==> config.mk <==
export PLATFORM = sky130hd
export DESIGN_NAME = i2c_master_bit_engine_top_flat
export DESIGN_NICKNAME = d
export VERILOG_FILES = /design/src/i2cm_pkg.sv /design/src/i2cm_intf.sv /design/src/i2cm_seq.sv /design/src/i2c_master_bit_engine_top.sv /design/src/flat_wrapper.sv
export SDC_FILE = /design/constraint.sdc
export NUM_CORES = 1
export LEC_CHECK = 0
export ABC_CLOCK_PERIOD_IN_PS = 2600
export CAP_MARGIN = 40
export CORE_ASPECT_RATIO = 0.9
export CORE_MARGIN = 3
export CORE_UTILIZATION = 40
export DETAILED_ROUTE_END_ITERATION = 12
export DONT_BUFFER_PORTS = 1
export PLACE_DENSITY = 0.6
export SETUP_SLACK_MARGIN = 0.02
export SLEW_MARGIN = 20
export SYNTH_ARGS = -nofsm -noshare
export SYNTH_HDL_FRONTEND = slang
export SYNTH_SLANG_ARGS = --single-unit
==> constraint.sdc <==
create_clock -name clk -period 2.6 [get_ports clk]
set_input_delay 0.52 -clock clk [delete_from_list [all_inputs] [get_ports clk]]
set_output_delay 0.52 -clock clk [all_outputs]
set_load 0.01 [all_outputs]
==> src/i2cm_pkg.sv <==
package i2cm_pkg;

  // Command codes carried in the cmd field.
  localparam logic [2:0] OP_NONE  = 3'd0;
  localparam logic [2:0] OP_START = 3'd1;
  localparam logic [2:0] OP_STOP  = 3'd2;
  localparam logic [2:0] OP_WRITE = 3'd3;
  localparam logic [2:0] OP_RDACK = 3'd4;
  localparam logic [2:0] OP_RDNAK = 3'd5;

  // Configuration register indexes.
  localparam logic [7:0] CFG_ACK_TIMEOUT = 8'd0;
  localparam logic [7:0] CFG_UNIT_TICKS  = 8'd1;

  localparam logic [7:0] ACK_TIMEOUT_RST = 8'd250;
  localparam logic [7:0] UNIT_TICKS_RST  = 8'd1;

  typedef enum logic [4:0] {
    PH_IDLE    = 5'd0,
    PH_ST_A    = 5'd1,
    PH_ST_B    = 5'd2,
    PH_SP_A    = 5'd3,
    PH_SP_B    = 5'd4,
    PH_WR_SET  = 5'd5,
    PH_WR_HIGH = 5'd6,
    PH_WR_LOW  = 5'd7,
    PH_AK_REL  = 5'd8,
    PH_AK_HIGH = 5'd9,
    PH_AK_POLL = 5'd10,
    PH_RD_LOW  = 5'd11,
    PH_RD_HIGH = 5'd12,
    PH_KA_LOW  = 5'd13,
    PH_KA_HIGH = 5'd14
  } phase_t;

  typedef struct packed {
    logic [2:0] cmd;
    logic [7:0] tx_byte;
    logic       sda_in;
  } item_t;

  typedef struct packed {
    logic       scl_level;
    logic       sda_level;
    logic       sda_driven;
    logic       busy_res;
    logic       done_res;
    logic       ack_failed;
    logic [7:0] rx_byte;
  } result_t;

  typedef struct packed {
    logic [7:0] ack_timeout;
    logic [7:0] unit_ticks;
  } cfg_t;

endpackage

==> src/i2cm_intf.sv <==
interface i2cm_req_if;
  logic       valid;
  logic       ready;
  logic [2:0] cmd;
  logic [7:0] tx_byte;
  logic       sda_in;

  modport source (output valid, output cmd, output tx_byte, output sda_in, input ready);
  modport sink   (input valid, input cmd, input tx_byte, input sda_in, output ready);
endinterface

interface i2cm_rsp_if;
  logic       valid;
  logic       ready;
  logic       scl_level;
  logic       sda_level;
  logic       sda_driven;
  logic       busy_res;
  logic       done_res;
  logic       ack_failed;
  logic [7:0] rx_byte;

  modport source (output valid, output scl_level, output sda_level, output sda_driven,
                  output busy_res, output done_res, output ack_failed, output rx_byte,
                  input ready);
  modport sink   (input valid, input scl_level, input sda_level, input sda_driven,
                  input busy_res, input done_res, input ack_failed, input rx_byte,
                  output ready);
endinterface

interface i2cm_cfg_if;
  logic       valid;
  logic       ready;
  logic [7:0] index;
  logic [7:0] data;

  modport source (output valid, output index, output data, input ready);
  modport sink   (input valid, input index, input data, output ready);
endinterface

==> src/i2cm_seq.sv <==
module i2cm_seq (
  input  logic              clk,
  input  logic              rst,
  input  logic              en,
  input  i2cm_pkg::item_t   item,
  input  i2cm_pkg::cfg_t    cfg,
  output i2cm_pkg::result_t result
);

  i2cm_pkg::phase_t phase, phase_next;
  logic [2:0] active_op, active_op_next;
  logic [3:0] bit_count, bit_count_next;
  logic [7:0] shift_reg, shift_reg_next;
  logic [9:0] hold_count, hold_count_next;
  logic [7:0] ack_wait, ack_wait_next;
  logic       scl, scl_next;
  logic       sda, sda_next;
  logic       drv, drv_next;
  logic       failure, failure_next;
  logic [7:0] rx_reg, rx_reg_next;
  logic       done;

  logic [7:0] unit_eff;
  logic [9:0] hold_1u, hold_2u, hold_4u, hold_dec;
  logic [3:0] bit_inc;
  logic [7:0] shift_in;
  logic       cmd_ok;

  assign unit_eff = (cfg.unit_ticks == 8'd0) ? 8'd1 : cfg.unit_ticks;
  assign hold_1u  = {2'b00, unit_eff};
  assign hold_2u  = {1'b0, unit_eff, 1'b0};
  assign hold_4u  = {unit_eff, 2'b00};
  assign hold_dec = (hold_count != 10'd0) ? hold_count - 10'd1 : hold_count;
  assign bit_inc  = bit_count + 4'd1;
  assign shift_in = {shift_reg[6:0], item.sda_in};
  assign cmd_ok   = (item.cmd >= i2cm_pkg::OP_START) && (item.cmd <= i2cm_pkg::OP_RDNAK);

  // Next phase.
  always_comb begin
    phase_next = phase;
    case (phase)
      i2cm_pkg::PH_IDLE: begin
        if (cmd_ok) begin
          case (item.cmd)
            i2cm_pkg::OP_START: phase_next = i2cm_pkg::PH_ST_A;
            i2cm_pkg::OP_STOP:  phase_next = i2cm_pkg::PH_SP_A;
            i2cm_pkg::OP_WRITE: phase_next = i2cm_pkg::PH_WR_SET;
            default:            phase_next = i2cm_pkg::PH_RD_LOW;
          endcase
        end
      end
      i2cm_pkg::PH_AK_POLL: begin
        if (!item.sda_in) phase_next = i2cm_pkg::PH_IDLE;
        else if (ack_wait >= cfg.ack_timeout) phase_next = i2cm_pkg::PH_SP_A;
      end
      default: begin
        if (hold_dec == 10'd0) begin
          case (phase)
            i2cm_pkg::PH_ST_A:    phase_next = i2cm_pkg::PH_ST_B;
            i2cm_pkg::PH_SP_A:    phase_next = i2cm_pkg::PH_SP_B;
            i2cm_pkg::PH_WR_SET:  phase_next = i2cm_pkg::PH_WR_HIGH;
            i2cm_pkg::PH_WR_HIGH: phase_next = i2cm_pkg::PH_WR_LOW;
            i2cm_pkg::PH_WR_LOW:
              phase_next = (bit_inc >= 4'd8) ? i2cm_pkg::PH_AK_REL : i2cm_pkg::PH_WR_SET;
            i2cm_pkg::PH_AK_REL:  phase_next = i2cm_pkg::PH_AK_HIGH;
            i2cm_pkg::PH_AK_HIGH: phase_next = i2cm_pkg::PH_AK_POLL;
            i2cm_pkg::PH_RD_LOW:  phase_next = i2cm_pkg::PH_RD_HIGH;
            i2cm_pkg::PH_RD_HIGH:
              phase_next = (bit_inc >= 4'd8) ? i2cm_pkg::PH_KA_LOW : i2cm_pkg::PH_RD_LOW;
            i2cm_pkg::PH_KA_LOW:  phase_next = i2cm_pkg::PH_KA_HIGH;
            default:              phase_next = i2cm_pkg::PH_IDLE;
          endcase
        end
      end
    endcase
  end

  // Datapath, line levels and done pulse.
  always_comb begin
    active_op_next  = active_op;
    bit_count_next  = bit_count;
    shift_reg_next  = shift_reg;
    hold_count_next = hold_count;
    ack_wait_next   = ack_wait;
    scl_next        = scl;
    sda_next        = sda;
    drv_next        = drv;
    failure_next    = failure;
    rx_reg_next     = rx_reg;
    done            = 1'b0;
    case (phase)
      i2cm_pkg::PH_IDLE: begin
        if (cmd_ok) begin
          active_op_next = item.cmd;
          failure_next   = 1'b0;
          bit_count_next = 4'd0;
          ack_wait_next  = 8'd0;
          case (item.cmd)
            i2cm_pkg::OP_START: begin
              {scl_next, sda_next, drv_next} = 3'b111;
              hold_count_next = hold_4u;
            end
            i2cm_pkg::OP_STOP: begin
              {scl_next, sda_next, drv_next} = 3'b001;
              hold_count_next = hold_4u;
            end
            i2cm_pkg::OP_WRITE: begin
              {scl_next, sda_next, drv_next} = {1'b0, item.tx_byte[7], 1'b1};
              shift_reg_next  = {item.tx_byte[6:0], 1'b0};
              hold_count_next = hold_1u;
            end
            default: begin
              shift_reg_next = 8'd0;
              {scl_next, sda_next, drv_next} = 3'b010;
              hold_count_next = hold_1u;
            end
          endcase
        end
      end
      i2cm_pkg::PH_AK_POLL: begin
        if (!item.sda_in) begin
          scl_next = 1'b0;
          done     = 1'b1;
        end else if (ack_wait >= cfg.ack_timeout) begin
          {scl_next, sda_next, drv_next} = 3'b001;
          hold_count_next = hold_4u;
        end else begin
          ack_wait_next = ack_wait + 8'd1;
        end
      end
      default: begin
        hold_count_next = hold_dec;
        if (hold_dec == 10'd0) begin
          case (phase)
            i2cm_pkg::PH_ST_A: begin
              sda_next        = 1'b0;
              hold_count_next = hold_4u;
            end
            i2cm_pkg::PH_ST_B: begin
              scl_next = 1'b0;
              done     = 1'b1;
            end
            i2cm_pkg::PH_SP_A: begin
              {scl_next, sda_next, drv_next} = 3'b111;
              hold_count_next = hold_4u;
            end
            i2cm_pkg::PH_SP_B: begin
              if (active_op == i2cm_pkg::OP_WRITE) failure_next = 1'b1;
              done = 1'b1;
            end
            i2cm_pkg::PH_WR_SET, i2cm_pkg::PH_AK_REL, i2cm_pkg::PH_RD_LOW: begin
              scl_next        = 1'b1;
              hold_count_next = hold_1u;
            end
            i2cm_pkg::PH_WR_HIGH: begin
              scl_next        = 1'b0;
              hold_count_next = hold_1u;
            end
            i2cm_pkg::PH_WR_LOW: begin
              bit_count_next  = bit_inc;
              hold_count_next = hold_1u;
              if (bit_inc >= 4'd8) begin
                {scl_next, sda_next, drv_next} = 3'b010;
              end else begin
                {scl_next, sda_next, drv_next} = {1'b0, shift_reg[7], 1'b1};
                shift_reg_next = {shift_reg[6:0], 1'b0};
              end
            end
            i2cm_pkg::PH_AK_HIGH: begin
              ack_wait_next   = 8'd0;
              hold_count_next = 10'd0;
            end
            i2cm_pkg::PH_RD_HIGH: begin
              shift_reg_next  = shift_in;
              bit_count_next  = bit_inc;
              hold_count_next = hold_1u;
              if (bit_inc >= 4'd8) begin
                rx_reg_next = shift_in;
                {scl_next, sda_next, drv_next} =
                  {1'b0, active_op != i2cm_pkg::OP_RDACK, 1'b1};
              end else begin
                scl_next = 1'b0;
              end
            end
            i2cm_pkg::PH_KA_LOW: begin
              scl_next        = 1'b1;
              hold_count_next = (active_op == i2cm_pkg::OP_RDACK) ? hold_2u : hold_1u;
            end
            i2cm_pkg::PH_KA_HIGH: begin
              scl_next = 1'b0;
              done     = 1'b1;
            end
            default: done = 1'b1;
          endcase
        end
      end
    endcase
  end

  assign result.scl_level  = scl_next;
  assign result.sda_level  = sda_next;
  assign result.sda_driven = drv_next;
  assign result.busy_res   = (phase_next != i2cm_pkg::PH_IDLE);
  assign result.done_res   = done;
  assign result.ack_failed = failure_next;
  assign result.rx_byte    = rx_reg_next;

  always_ff @(posedge clk) begin
    if (rst) begin
      phase      <= i2cm_pkg::PH_IDLE;
      active_op  <= i2cm_pkg::OP_NONE;
      bit_count  <= 4'd0;
      shift_reg  <= 8'd0;
      hold_count <= 10'd0;
      ack_wait   <= 8'd0;
      scl        <= 1'b1;
      sda        <= 1'b1;
      drv        <= 1'b1;
      failure    <= 1'b0;
      rx_reg     <= 8'd0;
    end else if (en) begin
      phase      <= phase_next;
      active_op  <= active_op_next;
      bit_count  <= bit_count_next;
      shift_reg  <= shift_reg_next;
      hold_count <= hold_count_next;
      ack_wait   <= ack_wait_next;
      scl        <= scl_next;
      sda        <= sda_next;
      drv        <= drv_next;
      failure    <= failure_next;
      rx_reg     <= rx_reg_next;
    end
  end

endmodule

==> src/i2c_master_bit_engine_top.sv <==
// I2C master bit engine.
//
// req carries one bus timing tick per word: a command (0 tick only, 1 start,
// 2 stop, 3 write byte, 4 read with ACK, 5 read with NACK), the byte to send
// and the sampled SDA level. Commands are taken only while the engine is idle;
// software sequences the primitives and watches busy_res and done_res.
// rsp returns one word per tick: SCL/SDA drive levels, SDA drive enable,
// busy, a one-tick done pulse, the ACK failure flag and the last read byte.
// cfg writes ack_timeout (index 0) and unit_ticks (index 1); it is always
// ready, and writes to other indexes are dropped.
//
// The result of a tick is registered and appears on rsp in the cycle after the
// tick is taken. Throughput: one tick per cycle while rsp is not stalled, set by
// the sequencer update feeding the result register.
// Reset: lines idle high with SDA driven, engine idle, ack_timeout 250,
// unit_ticks 1. When rsp stalls, the waiting result holds and req drops ready
// until the result is taken, so no tick is lost.
module i2c_master_bit_engine_top (
  input logic clk,
  input logic rst,
  i2cm_req_if.sink   req,
  i2cm_rsp_if.source rsp,
  i2cm_cfg_if.sink   cfg
);

  i2cm_pkg::cfg_t    cfg_regs;
  i2cm_pkg::item_t   item;
  i2cm_pkg::result_t step_res;
  i2cm_pkg::result_t rsp_word;
  logic              rsp_valid;
  logic              req_take;

  // Take a tick whenever the result slot is free or being emptied this cycle.
  assign req.ready = !rsp_valid || rsp.ready;
  assign req_take  = req.valid && req.ready;
  assign cfg.ready = 1'b1;

  assign item.cmd     = req.cmd;
  assign item.tx_byte = req.tx_byte;
  assign item.sda_in  = req.sda_in;

  // Configuration registers; load each write at its accepting edge.
  always_ff @(posedge clk) begin
    if (rst) begin
      cfg_regs.ack_timeout <= i2cm_pkg::ACK_TIMEOUT_RST;
      cfg_regs.unit_ticks  <= i2cm_pkg::UNIT_TICKS_RST;
    end else if (cfg.valid) begin
      case (cfg.index)
        i2cm_pkg::CFG_ACK_TIMEOUT: cfg_regs.ack_timeout <= cfg.data;
        i2cm_pkg::CFG_UNIT_TICKS:  cfg_regs.unit_ticks  <= cfg.data;
        default: ;
      endcase
    end
  end

  // Advance the sequencer by one tick per accepted word.
  i2cm_seq u_seq (
    .clk    (clk),
    .rst    (rst),
    .en     (req_take),
    .item   (item),
    .cfg    (cfg_regs),
    .result (step_res)
  );

  // Result register: load on each accepted tick, drop valid once taken.
  always_ff @(posedge clk) begin
    if (rst) begin
      rsp_valid <= 1'b0;
    end else if (req_take) begin
      rsp_valid <= 1'b1;
    end else if (rsp.ready) begin
      rsp_valid <= 1'b0;
    end
  end

  always_ff @(posedge clk) begin
    if (req_take) begin
      rsp_word <= step_res;
    end
  end

  assign rsp.valid      = rsp_valid;
  assign rsp.scl_level  = rsp_word.scl_level;
  assign rsp.sda_level  = rsp_word.sda_level;
  assign rsp.sda_driven = rsp_word.sda_driven;
  assign rsp.busy_res   = rsp_word.busy_res;
  assign rsp.done_res   = rsp_word.done_res;
  assign rsp.ack_failed = rsp_word.ack_failed;
  assign rsp.rx_byte    = rsp_word.rx_byte;

endmodule
==> src/flat_wrapper.sv <==
// flat-port wrapper written by rule: the top's interface ports become plain ports
module i2c_master_bit_engine_top_flat 
  (clk, rst, req_valid, req_cmd, req_tx_byte, req_sda_in, req_ready, rsp_valid, rsp_scl_level, rsp_sda_level, rsp_sda_driven, rsp_busy_res, rsp_done_res, rsp_ack_failed, rsp_rx_byte, rsp_ready, cfg_valid, cfg_index, cfg_data, cfg_ready);
  i2cm_req_if req_i ();
  i2cm_rsp_if rsp_i ();
  i2cm_cfg_if cfg_i ();
  input logic clk;
  input logic rst;
  input wire logic [$bits(req_i.valid)-1:0] req_valid;
  input wire logic [$bits(req_i.cmd)-1:0] req_cmd;
  input wire logic [$bits(req_i.tx_byte)-1:0] req_tx_byte;
  input wire logic [$bits(req_i.sda_in)-1:0] req_sda_in;
  output wire logic [$bits(req_i.ready)-1:0] req_ready;
  output wire logic [$bits(rsp_i.valid)-1:0] rsp_valid;
  output wire logic [$bits(rsp_i.scl_level)-1:0] rsp_scl_level;
  output wire logic [$bits(rsp_i.sda_level)-1:0] rsp_sda_level;
  output wire logic [$bits(rsp_i.sda_driven)-1:0] rsp_sda_driven;
  output wire logic [$bits(rsp_i.busy_res)-1:0] rsp_busy_res;
  output wire logic [$bits(rsp_i.done_res)-1:0] rsp_done_res;
  output wire logic [$bits(rsp_i.ack_failed)-1:0] rsp_ack_failed;
  output wire logic [$bits(rsp_i.rx_byte)-1:0] rsp_rx_byte;
  input wire logic [$bits(rsp_i.ready)-1:0] rsp_ready;
  input wire logic [$bits(cfg_i.valid)-1:0] cfg_valid;
  input wire logic [$bits(cfg_i.index)-1:0] cfg_index;
  input wire logic [$bits(cfg_i.data)-1:0] cfg_data;
  output wire logic [$bits(cfg_i.ready)-1:0] cfg_ready;
  assign req_i.valid = req_valid;
  assign req_i.cmd = req_cmd;
  assign req_i.tx_byte = req_tx_byte;
  assign req_i.sda_in = req_sda_in;
  assign req_ready = req_i.ready;
  assign rsp_valid = rsp_i.valid;
  assign rsp_scl_level = rsp_i.scl_level;
  assign rsp_sda_level = rsp_i.sda_level;
  assign rsp_sda_driven = rsp_i.sda_driven;
  assign rsp_busy_res = rsp_i.busy_res;
  assign rsp_done_res = rsp_i.done_res;
  assign rsp_ack_failed = rsp_i.ack_failed;
  assign rsp_rx_byte = rsp_i.rx_byte;
  assign rsp_i.ready = rsp_ready;
  assign cfg_i.valid = cfg_valid;
  assign cfg_i.index = cfg_index;
  assign cfg_i.data = cfg_data;
  assign cfg_ready = cfg_i.ready;
  i2c_master_bit_engine_top u_core (.clk(clk), .rst(rst), .req(req_i), .rsp(rsp_i), .cfg(cfg_i));
endmodule
Yosys cells after proc, flatten, opt, wreduce, memory -nomap -nowiden. Cells that the tools add are included.

$add $sub $neg: 3. Multipliers: 0. Div/mod/pow operators: 0. $lt $le $gt $ge: 4. Equality and inequality tests: 27. Shifts and indexed selects: 0. Muxes and demuxes: 75. Bitwise operators: 1. Reductions and logical operators: 32.

Operator list (count): 2-to-1 mux 8 bit (13); case mux 8 bit (2 select lines) (4); 2-to-1 mux 10 bit (6); case mux 10 bit (4 select lines) (1); case mux 4 bit (10 select lines) (1); == test 5 x 4 -> 1 bit, second input constant (7); 2-to-1 mux 1 bit (27); == test 5 x 3 -> 1 bit, second input constant (4); 2-to-1 mux 5 bit (4); case mux 10 bit (2 select lines) (1); zero test 8 bit (2); 2-to-1 mux 4 bit (4); case mux 1 bit (2 select lines) (7); case mux 4 bit (3 select lines) (1); == test 5 x 2 -> 1 bit, second input constant (2); zero test 10 bit (1); inequality test 2 bit, second input constant (5); case mux 5 bit (2 select lines) (1); nonzero test 10 bit (1); OR reduction 10 bit (1); OR reduction 5 bit (2); subtractor 10 x 1 -> 10 bit, second input constant (1); == test 3 x 2 -> 1 bit, second input constant (3); 2-to-1 mux 9 bit (1); other kinds (32) (42).

Register bits: 81. Bits in latches: 0. Bits in writable memories: 0. ROM bits: 0. Logic and storage cells: 163. Memories: 0.

Depth between registers and ports, before layout. Gate-level depths: netlist of the first run.

Word-level depth: 7. Mapped depth: 12.

Modules after synthesis. From an unflattened synthesis of the first run, not the netlist that was laid out.

Cells, all modules: 623. Area total of the unflattened synthesis: 5109.9 µm².

Modules (own cells, without submodules): i2cm_seq (times used 1, cells each 531, area each 3911.3 µm², seq. area each 1001.0 µm²); i2c_master_bit_engine_top (times used 1, cells each 92, area each 1198.6 µm², seq. area each 760.7 µm²).

Least setup slack after synthesis of the first run. OpenSTA, ideal clock, no wires.

Kind: register -> register. Start: reg u_core.u_seq.hold_count[0]. End: reg u_core.rsp_word, in the netlist u_core.rsp.busy_res (data pin). Library setup time: 0.272 ns. Arrival: 2.380 ns. Data required time: 2.328 ns. Slack: -0.052 ns. Cell stages (with the launch flop): 11. Path buffers: 1. Cell sequence: dfxtp_1 > inv_1 > ha_1 > or4b_4 > o21ai_2 > nor3b_2 > o211ai_2 > buf_2 > o21ai_0 > nor4b_1 > nand4b_1.

RTL lines: start: declaration (RTL line i2cm_seq.sv:14) `logic [9:0] hold_count, hold_count_next;`; start signal: assignment (RTL line i2cm_seq.sv:226) `hold_count <= hold_count_next;`; end signal: assignment (RTL line i2c_master_bit_engine_top.sv:79) `rsp_word <= step_res;`; end: declaration (RTL line i2c_master_bit_engine_top.sv:29) `i2cm_pkg::result_t rsp_word;`.

Worst setup path in the final report of the first run.
Start: reg u_core.u_seq.hold_count[0]. End: reg u_core.u_seq.hold_count[2].

Cells in the longest elaborated chain, start to end: 5.

Ends and longest elaborated chain: subtractor 10 x 1 -> 10 bit / nonzero test 10 bit (equally long branches) (RTL line i2cm_seq.sv:33) `assign hold_dec = (hold_count != 10'd0) ? hold_count - 10'd1 : hold_count;`; 2-to-1 mux 10 bit (*) (RTL line i2cm_seq.sv:33); case mux 10 bit (4 select lines) / zero test 10 bit (equally long branches) (RTL line i2cm_seq.sv:134, i2cm_seq.sv:133); 2-to-1 mux 10 bit (*) (RTL line i2cm_seq.sv:133) `if (hold_dec == 10'd0) begin`; case mux 10 bit (2 select lines) (*) (RTL line i2cm_seq.sv:91) `case (phase)`.

Mark *: on every way between the ends. The rest lies on a longest branch, timed or not. A chain may end at the register's enable or synchronous reset.

==> results of run 1 <==
## critical path, stage by stage, from the launching register on
cell and delay (ns):
dfxtp_2 0.32, inv_2 0.07, ha_4 0.13, or4b_4 0.52, o21ai_4 0.18, nor3b_4 0.30
buf_4 0.17, o211a_4 0.21, nand2_4 0.09, buf_6 0.13, or3_1 0.33, a31oi_1 0.17
## cells in the mapped netlist, types with 10 or more instances
cell,n,area share
a211oi_1,12,0.018
a21oi_1,39,0.039
a222oi_1,10,0.020
a22oi_1,12,0.018
a31oi_1,10,0.013
clkbuf_1,31,0.023
dfxtp_1,67,0.27
edfxtp_1,14,0.084
ha_1,11,0.028
inv_1,24,0.018
mux2i_1,23,0.046
nand2_1,49,0.037
nand3_1,15,0.015
nand4_1,11,0.014
nor2_1,56,0.042
nor3_1,19,0.019
o211ai_1,14,0.021
o21ai_0,36,0.036
## final timing paths
path / start / endpoint / slack (ns) / cells past startpoint
worst max-delay path: u_core.u_seq.hold_count[0]$_SDFFE_PP0P_ / u_core.u_seq.hold_count[2]$_SDFFE_PP0P_ / -0.09 / 11
worst min register to register: u_core.u_seq.active_op[2]$_SDFFE_PP0P_ / u_core.u_seq.active_op[2]$_SDFFE_PP0P_ / 0.47 / 2
worst max register to register: u_core.u_seq.hold_count[0]$_SDFFE_PP0P_ / u_core.u_seq.hold_count[2]$_SDFFE_PP0P_ / -0.09 / 11
worst min-delay path: rst / u_core.u_seq.rx_reg[3]$_SDFFE_PP0P_ / 0.24 / 1
## kinds of logic (layout without fill, tap and decap cells)
| family | count (synthesis) | after routing | synth area share |
|---|---|---|---|
| compound gates | 192 | 192 | 0.268 |
| other cells | 1 | 1 | 0.000752 |
| buf+inv | 65 | 111 | 0.0552 |
| xor+xnor | 6 | 6 | 0.0105 |
| fa+ha+maj | 11 | 11 | 0.0276 |
| simple gates | 210 | 210 | 0.218 |
| flops | 81 | 81 | 0.354 |
| mux | 32 | 32 | 0.0665 |
## per-layer routing
metal | vias up | wire length, microns
li1 | 2348 | -
met1 | 2401 | 6820
met2 | 215 | 7130
met3 | 20 | 1320
met4 | 0 | 272
met5 | - | 0
## area by class of cell
cell class	instances	area [sq um]	area share
multi-input combinational	452	3240	0.525
tap	160	200	0.0324
clock inverter	5	38.8	0.00628
timing repair buffer	71	583	0.0944
sequential	81	1760	0.286
inverter	24	90.1	0.0146
clock buffer	11	254	0.0411
## power by group
part / leakage (nW) / internal [W] / switching (W) / total (W)
logic: 1.59 / 0.000494 / 0.000690 / 0.00118
registers: 0.681 / 0.00134 / 0.0000701 / 0.00141
clock network: 0.141 / 0.000710 / 0.000535 / 0.00125
total: 2.41 / 0.00255 / 0.00130 / 0.00384
## stage by stage
| stage | total power (W) | setup TNS (ns) |
|---|---|---|
| after global routing | 0.00404 | -6.93 |
| after CTS | 0.00373 | -0.291 |
| after detailed placement | 0.00240 | -2.22 |
| after floorplan | 0.00208 | 0 |
| final | 0.00384 | -1.14 |
| after global placement | 0.00239 | -0.963 |
## timing repair
item                                    4_1_cts  5_1_grt
pin swaps                                    16       25
endpoints found under the setup margin       53       59
gates cloned                                  0        0
setup buffers                                 4        5
resized for setup                            25       43
==> metrics.md, run 1 <==
| Metric | Value |
|---|---|
| Yosys warnings | 0 |
| DR pass1 iterations | 7 |
| # hold bufs at CTS | 0 |
| IO buf count | 0 |
| Initial core utilization | 0.411 |
| Hold Path Class | in2reg |
| Final period utilization | 1.03 |
| Dpl cell area | 5500 sq um |
| Failing checks | negative setup slack |
| Synth Flop Type | dfxtp_1 |
| Root Buffer | clkbuf_16 |
| Busiest grt layer | met2 |
| Syn Nets | 642 |
| FP Rows | 38 |
| Most frequent cells in the layout | dfxtp_1, buf_4, nor2_1 |
| Max reg flops | 16 |
| Die Y | 112 microns |
| Antenna diode count | 0 |
| Area growth syn-to-layout | 23.9% |
| GR Util All Layers | 0.224 |
| Post-Synthesis Cells | 598 |
| Leading cell type in the layout, fill and taps excluded | dfxtp_1 |
| Post-synth ARST share | 0 |
| CTS max path bufs | 2 |
| Total number of vias | 4984 |
| Post-layout min period | 2.69 ns |
| Kind of end point of the critical path | register |
| RSZ-0062 raised after global routing | yes |
| Die area | 13800 sq um |
| Initial antenna violation count | 0 |
| Post-Layout Cell Count | 804 |
| TritonCTS clock tree | built |
| CP max FO | 5 |
| First-pass GRT wire length | 24700 microns |
| Vias per inst | 6.20 |
| Cell Area, Synth | 4980 sq um |
| Setup Skew | 0.0105 ns |
| Final wirelength | 15500 microns |
| Sequential-to-total area share from yosys stat | 0.354 |
| Met1 global-route usage | 0.321 |
| Max Clock Freq | 372 MHz |
| Final setup vio count | 33 |
| Top reg by flops | u_core.cfg_regs |
| Dpl ws | -0.219 ns |
| Tightest Pin Transition | 0.799 ns |
| CTS Buf Count | 9 |
| Routability Congestion | 0.930 |
| # DRC | 0 |
| Worst vdd ir | 0.000376 V |
| 1st-iter DRT viols | 577 |
| Final design utilization | 0.509 |
| Ports | 50 |
| ANT nets after route | 0 |
| Filler Cells Inserted | 1135 |
| Hold_ws | 0.237 ns |
| Top flop regs | u_core.cfg_regs (16), u_core.u_seq.hold_count (10) |
| Die width | 124 microns |
| Max-cap violations | 0 |
| Critical Path Source Type | register |
| GR Util met3 | 0.0554 |
| Hpwl dp | 10800 microns |
| Clock Latency Late Sink | 0.35 ns |
| Total gr overflow | 0 |
| Final-report hold violation count | 0 |
| Placed cells | 779 |
| Met2 track demand over resource | 0.334 |
| Power Density | 622 nW/um^2 |
| Leak | 2.41 nW |
| Vias in the first global route | 4760 |
| Fin area | 6170 sq um |
| Slew headroom | 0.467 |
| Status | finished with violations |
| Kind of critical path | reg2reg |
| H-tree levels | 3 |
| Layout cell share with drive strength beyond 1 | 0.239 |
| Setup ws final | -0.0901 ns |
| Synth Register Bits | 81 |
| Arr. time, crit path | 2.96 ns |
| Data required, critical path | 2.87 ns |
| Clock-pin slew on the worst setup and hold paths | 0.07 ns |
| Syn Area/Cell | 8.33 sq um |
| Nets | 683 |
| Yosys cell types | 75 |
| Post-synth EDFFs | 14 |
| Slew Viols, Final | 0 |
| Avg WL per Cell | 19.3 microns |
| Core area | 12100 sq um |
| Sink Count | 81 |
| Largest net degree at the start of global routing | 42 |
Note: power is estimated with default switching activity, not from simulation.
==> run 2, diff against run 1 <==
--- a/config.mk
+++ b/config.mk
@@ -6,13 +6,13 @@
 export NUM_CORES = 1
 export LEC_CHECK = 0
 export ABC_CLOCK_PERIOD_IN_PS = 2600
+export BUFFER_PORTS_ARGS = -buffer_cell sky130_fd_sc_hd__buf_2
 export CAP_MARGIN = 40
 export CORE_ASPECT_RATIO = 0.9
 export CORE_MARGIN = 3
-export CORE_UTILIZATION = 40
+export CORE_UTILIZATION = 54
 export DETAILED_ROUTE_END_ITERATION = 12
-export DONT_BUFFER_PORTS = 1
-export PLACE_DENSITY = 0.6
+export PLACE_DENSITY_LB_ADDON = 0.05
 export SETUP_SLACK_MARGIN = 0.02
 export SLEW_MARGIN = 20
 export SYNTH_ARGS = -nofsm -noshare
==> metrics.md, run 2 (synthesized netlist as in run 1, its figures left out) <==
| Metric | Value |
|---|---|
| Status | finished with violations |
| Failing checks | negative setup slack |
| Worst vdd ir | 0.000374 V (-0.41%) |
| # hold bufs at CTS | 0 (unchanged) |
| Setup ws final | -0.166 ns (-0.0763 ns) |
| Kind of end point of the critical path | register |
| Sink Count | 81 (unchanged) |
| Clock Latency Late Sink | 0.38 ns (+0.03 ns) |
| Final period utilization | 1.06 (+0.0293) |
| Core area | 8770 sq um (-28%) |
| Most frequent cells in the layout | buf_4, dfxtp_1, nor2_1 |
| Slew Viols, Final | 0 (unchanged) |
| # DRC | 0 (unchanged) |
| Initial core utilization | 0.568 (+0.157) |
| Top reg by flops | u_core.cfg_regs |
| Placed cells | 794 (+1.9%) |
| Power Density | 593 nW/um^2 (-4.6%) |
| Layout cell share with drive strength beyond 1 | 0.299 (+0.0602) |
| Slew headroom | 0.653 (+0.187) |
| Setup Skew | 0.0141 ns (+0.00361 ns) |
| Root Buffer | clkbuf_8 |
| Clock network power share | 0.274 (-0.050) |
| Max Clock Freq | 361 MHz (-2.8%) |
| Hold Path Class | in2reg |
| DR pass1 iterations | 10 (+3) |
| Total number of vias | 5261 (+5.6%) |
| CP max FO | 9 (+4) |
| Ports | 50 (unchanged) |
| Worst R2R Setup Slack | -0.17 ns (-0.08 ns) |
| Routability Congestion | 0.948 (+1.9%) |
| Area growth syn-to-layout | 27.5% |
| Max reg flops | 16 (unchanged) |
| Seq pwr share | 0.371 (+0.003) |
| Data required, critical path | 2.89 ns (+0.02 ns) |
| Largest net degree at the start of global routing | 23 (-45%) |
| GR Util All Layers | 0.301 (+0.0770) |
| Initial antenna violation count | 0 (unchanged) |
| Hold Path Stages | 3 (+2) |
| Arr. time, crit path | 3.06 ns (+0.10 ns) |
| Die area | 10400 sq um (-25%) |
| CTS max path bufs | 2 (unchanged) |
| Top flop regs | u_core.cfg_regs (16), u_core.u_seq.hold_count (10) |
| Leading cell type in the layout, fill and taps excluded | buf_4 |
| Final wirelength | 15700 microns (+1.2%) |
| ANT nets after route | 0 (unchanged) |
| Net Sw Power | 0.00131 W (+1.3%) |
| TritonCTS clock tree | built |
| Die Y | 97.1 microns (-13%) |
| Avg WL per Cell | 19.1 microns (-1.2%) |
| Internal power | 0.00246 W (-3.5%) |
| Sw Share | 0.348 (+0.0109) |
| Vias in the first global route | 4943 (+3.8%) |
| Overall power | 0.00377 W (-1.9%) |
| 1st-iter DRT viols | 466 (-19%) |
| Antenna diode count | 0 (unchanged) |
| Total gr overflow | 0 (unchanged) |
| RSZ-0062 raised after global routing | yes |
| Post-Layout Cell Count | 824 (+2.5%) |
| Leak | 2.59 nW (+7.1%) |
| Critical Path Source Type | register |
| First-pass GRT wire length | 25300 microns (+2.5%) |
| R2R Path End | u_core.u_seq.shift_reg[3]$_SDFFE_PP0P_ |
| Max-cap violations | 0 (unchanged) |
| Final setup vio count | 35 (+6.1%) |
| Tightest Pin Transition | 0.515 ns (-0.285 ns) |
| Clock-pin slew on the worst setup and hold paths | 0.09 ns (+0.02 ns) |
| Nets | 744 (+8.9%) |
| Final design utilization | 0.724 (+0.215) |
| Hold path startpoint | cfg_data[0] |
| Kind of critical path | reg2reg |
| Vias per inst | 6.38 (+3.0%) |
| Worst R2R Start | u_core.u_seq.hold_count[0]$_SDFFE_PP0P_ |
| Final-report hold violation count | 0 (unchanged) |
| Post-layout min period | 2.77 ns (+0.0763 ns) |
| IO buf count | 48 (+48) |
| Hpwl dp | 10700 microns (-1.4%) |
| CTS Buf Count | 9 (unchanged) |
| Register-to-Register Path Depth | 11 (unchanged) |
| Comb power frac | 0.355 (+0.047) |
| Die width | 107 microns (-13%) |
| Min-Delay Endpoint | u_core.cfg_regs[0]$_SDFFE_PP1P_ |
| FP Rows | 32 (-16%) |
| H-tree levels | 3 (unchanged) |
| Filler Cells Inserted | 667 (-41%) |
-- run 2: how the worst max path moves through the flow --
| stage | start | slack, ns | depth (start not counted) | endpoint |
|---|---|---|---|---|
| 4_1_cts | u_core.u_seq.hold_count[0]$_SDFFE_PP0P_ | -0.02 | 10 | u_core.rsp.rx_byte[7]$_DFFE_PP_ |
| 6_report | u_core.u_seq.hold_count[0]$_SDFFE_PP0P_ | -0.17 | 11 | u_core.u_seq.shift_reg[3]$_SDFFE_PP0P_ |
| 3_5_place_dp | u_core.u_seq.hold_count[1]$_SDFFE_PP0P_ | -0.15 | 11 | u_core.u_seq.phase[0]$_SDFFE_PP0P_ |
| 5_1_grt | u_core.u_seq.hold_count[0]$_SDFFE_PP0P_ | -0.27 | 13 | u_core.u_seq.hold_count[4]$_SDFFE_PP0P_ |
| 2_1_floorplan | u_core.u_seq.hold_count[0]$_SDFFE_PP0P_ | 0.02 | 10 | u_core.rsp.busy_res$_DFFE_PP_ |
| 3_3_place_gp | u_core.u_seq.hold_count[1]$_SDFFE_PP0P_ | -0.1 | 10 | u_core.rsp.rx_byte[1]$_DFFE_PP_ |
-- run 2: final cells by class --
cell class,instances,area [sq um],area share
multi-input cells,453,3200,0.504
flip-flops and latches,81,1770,0.278
repair buffers,131,932,0.147
well taps,119,149,0.0234
clock buffers,12,135,0.0213
inverters,24,90.1,0.0142
clock inverters,4,77.6,0.0122
-- run 2: repair_timing --
| item | CTS | global route |
|---|---|---|
| endpoints found under the setup margin | 54 | 55 |
| buffers inserted | 8 | 5 |
| resized for setup | 29 | 35 |
| cloned | 1 | 0 |
| pin swaps | 11 | 20 |
-- run 2: power by group through the flow --
stage	Clock, W	Combinational [W]	Sequential (W)
6_report	0.00103	0.00134	0.00140
5_1_grt	0.00110	0.00143	0.00141
4_1_cts	0.00105	0.00116	0.00140
3_5_place_dp	0	0.00105	0.00142
3_3_place_gp	0	0.00103	0.00142
2_1_floorplan	0	0.000668	0.00141
-- run 2: layer usage --
metal | track usage | wire [microns]
met2 | 0.462 | 7220
met4 | 0.104 | 370
met1 | 0.422 | 6670
met5 | 0 | 0
met3 | 0.0605 | 1470
-- run 2: worst max-delay path, cell delays in order, from the launching register on --
cell and delay, ns:
dfxtp_2 0.35, inv_2 0.06, ha_4 0.15, or4b_4 0.24
buf_4 0.13, nand4b_1 0.09, o211ai_1 0.40, nand3_2 0.35
o31ai_4 0.40, buf_6 0.17, a21oi_1 0.09, a211oi_2 0.23
-- run 2: metrics by stage --
stage          instance area, sq um  hold slack, ns  setup slack [ns]  TNS [ns]
4_1_cts                        6140           0.375           -0.0184   -0.0273
5_1_grt                        6350           0.393            -0.270     -7.83
6_report                       6350           0.379            -0.166     -3.36
2_1_floorplan                  5010           0.445            0.0229         0
3_5_place_dp                   5750           0.472            -0.149     -2.33
3_3_place_gp                   5740           0.460           -0.0999     -1.22
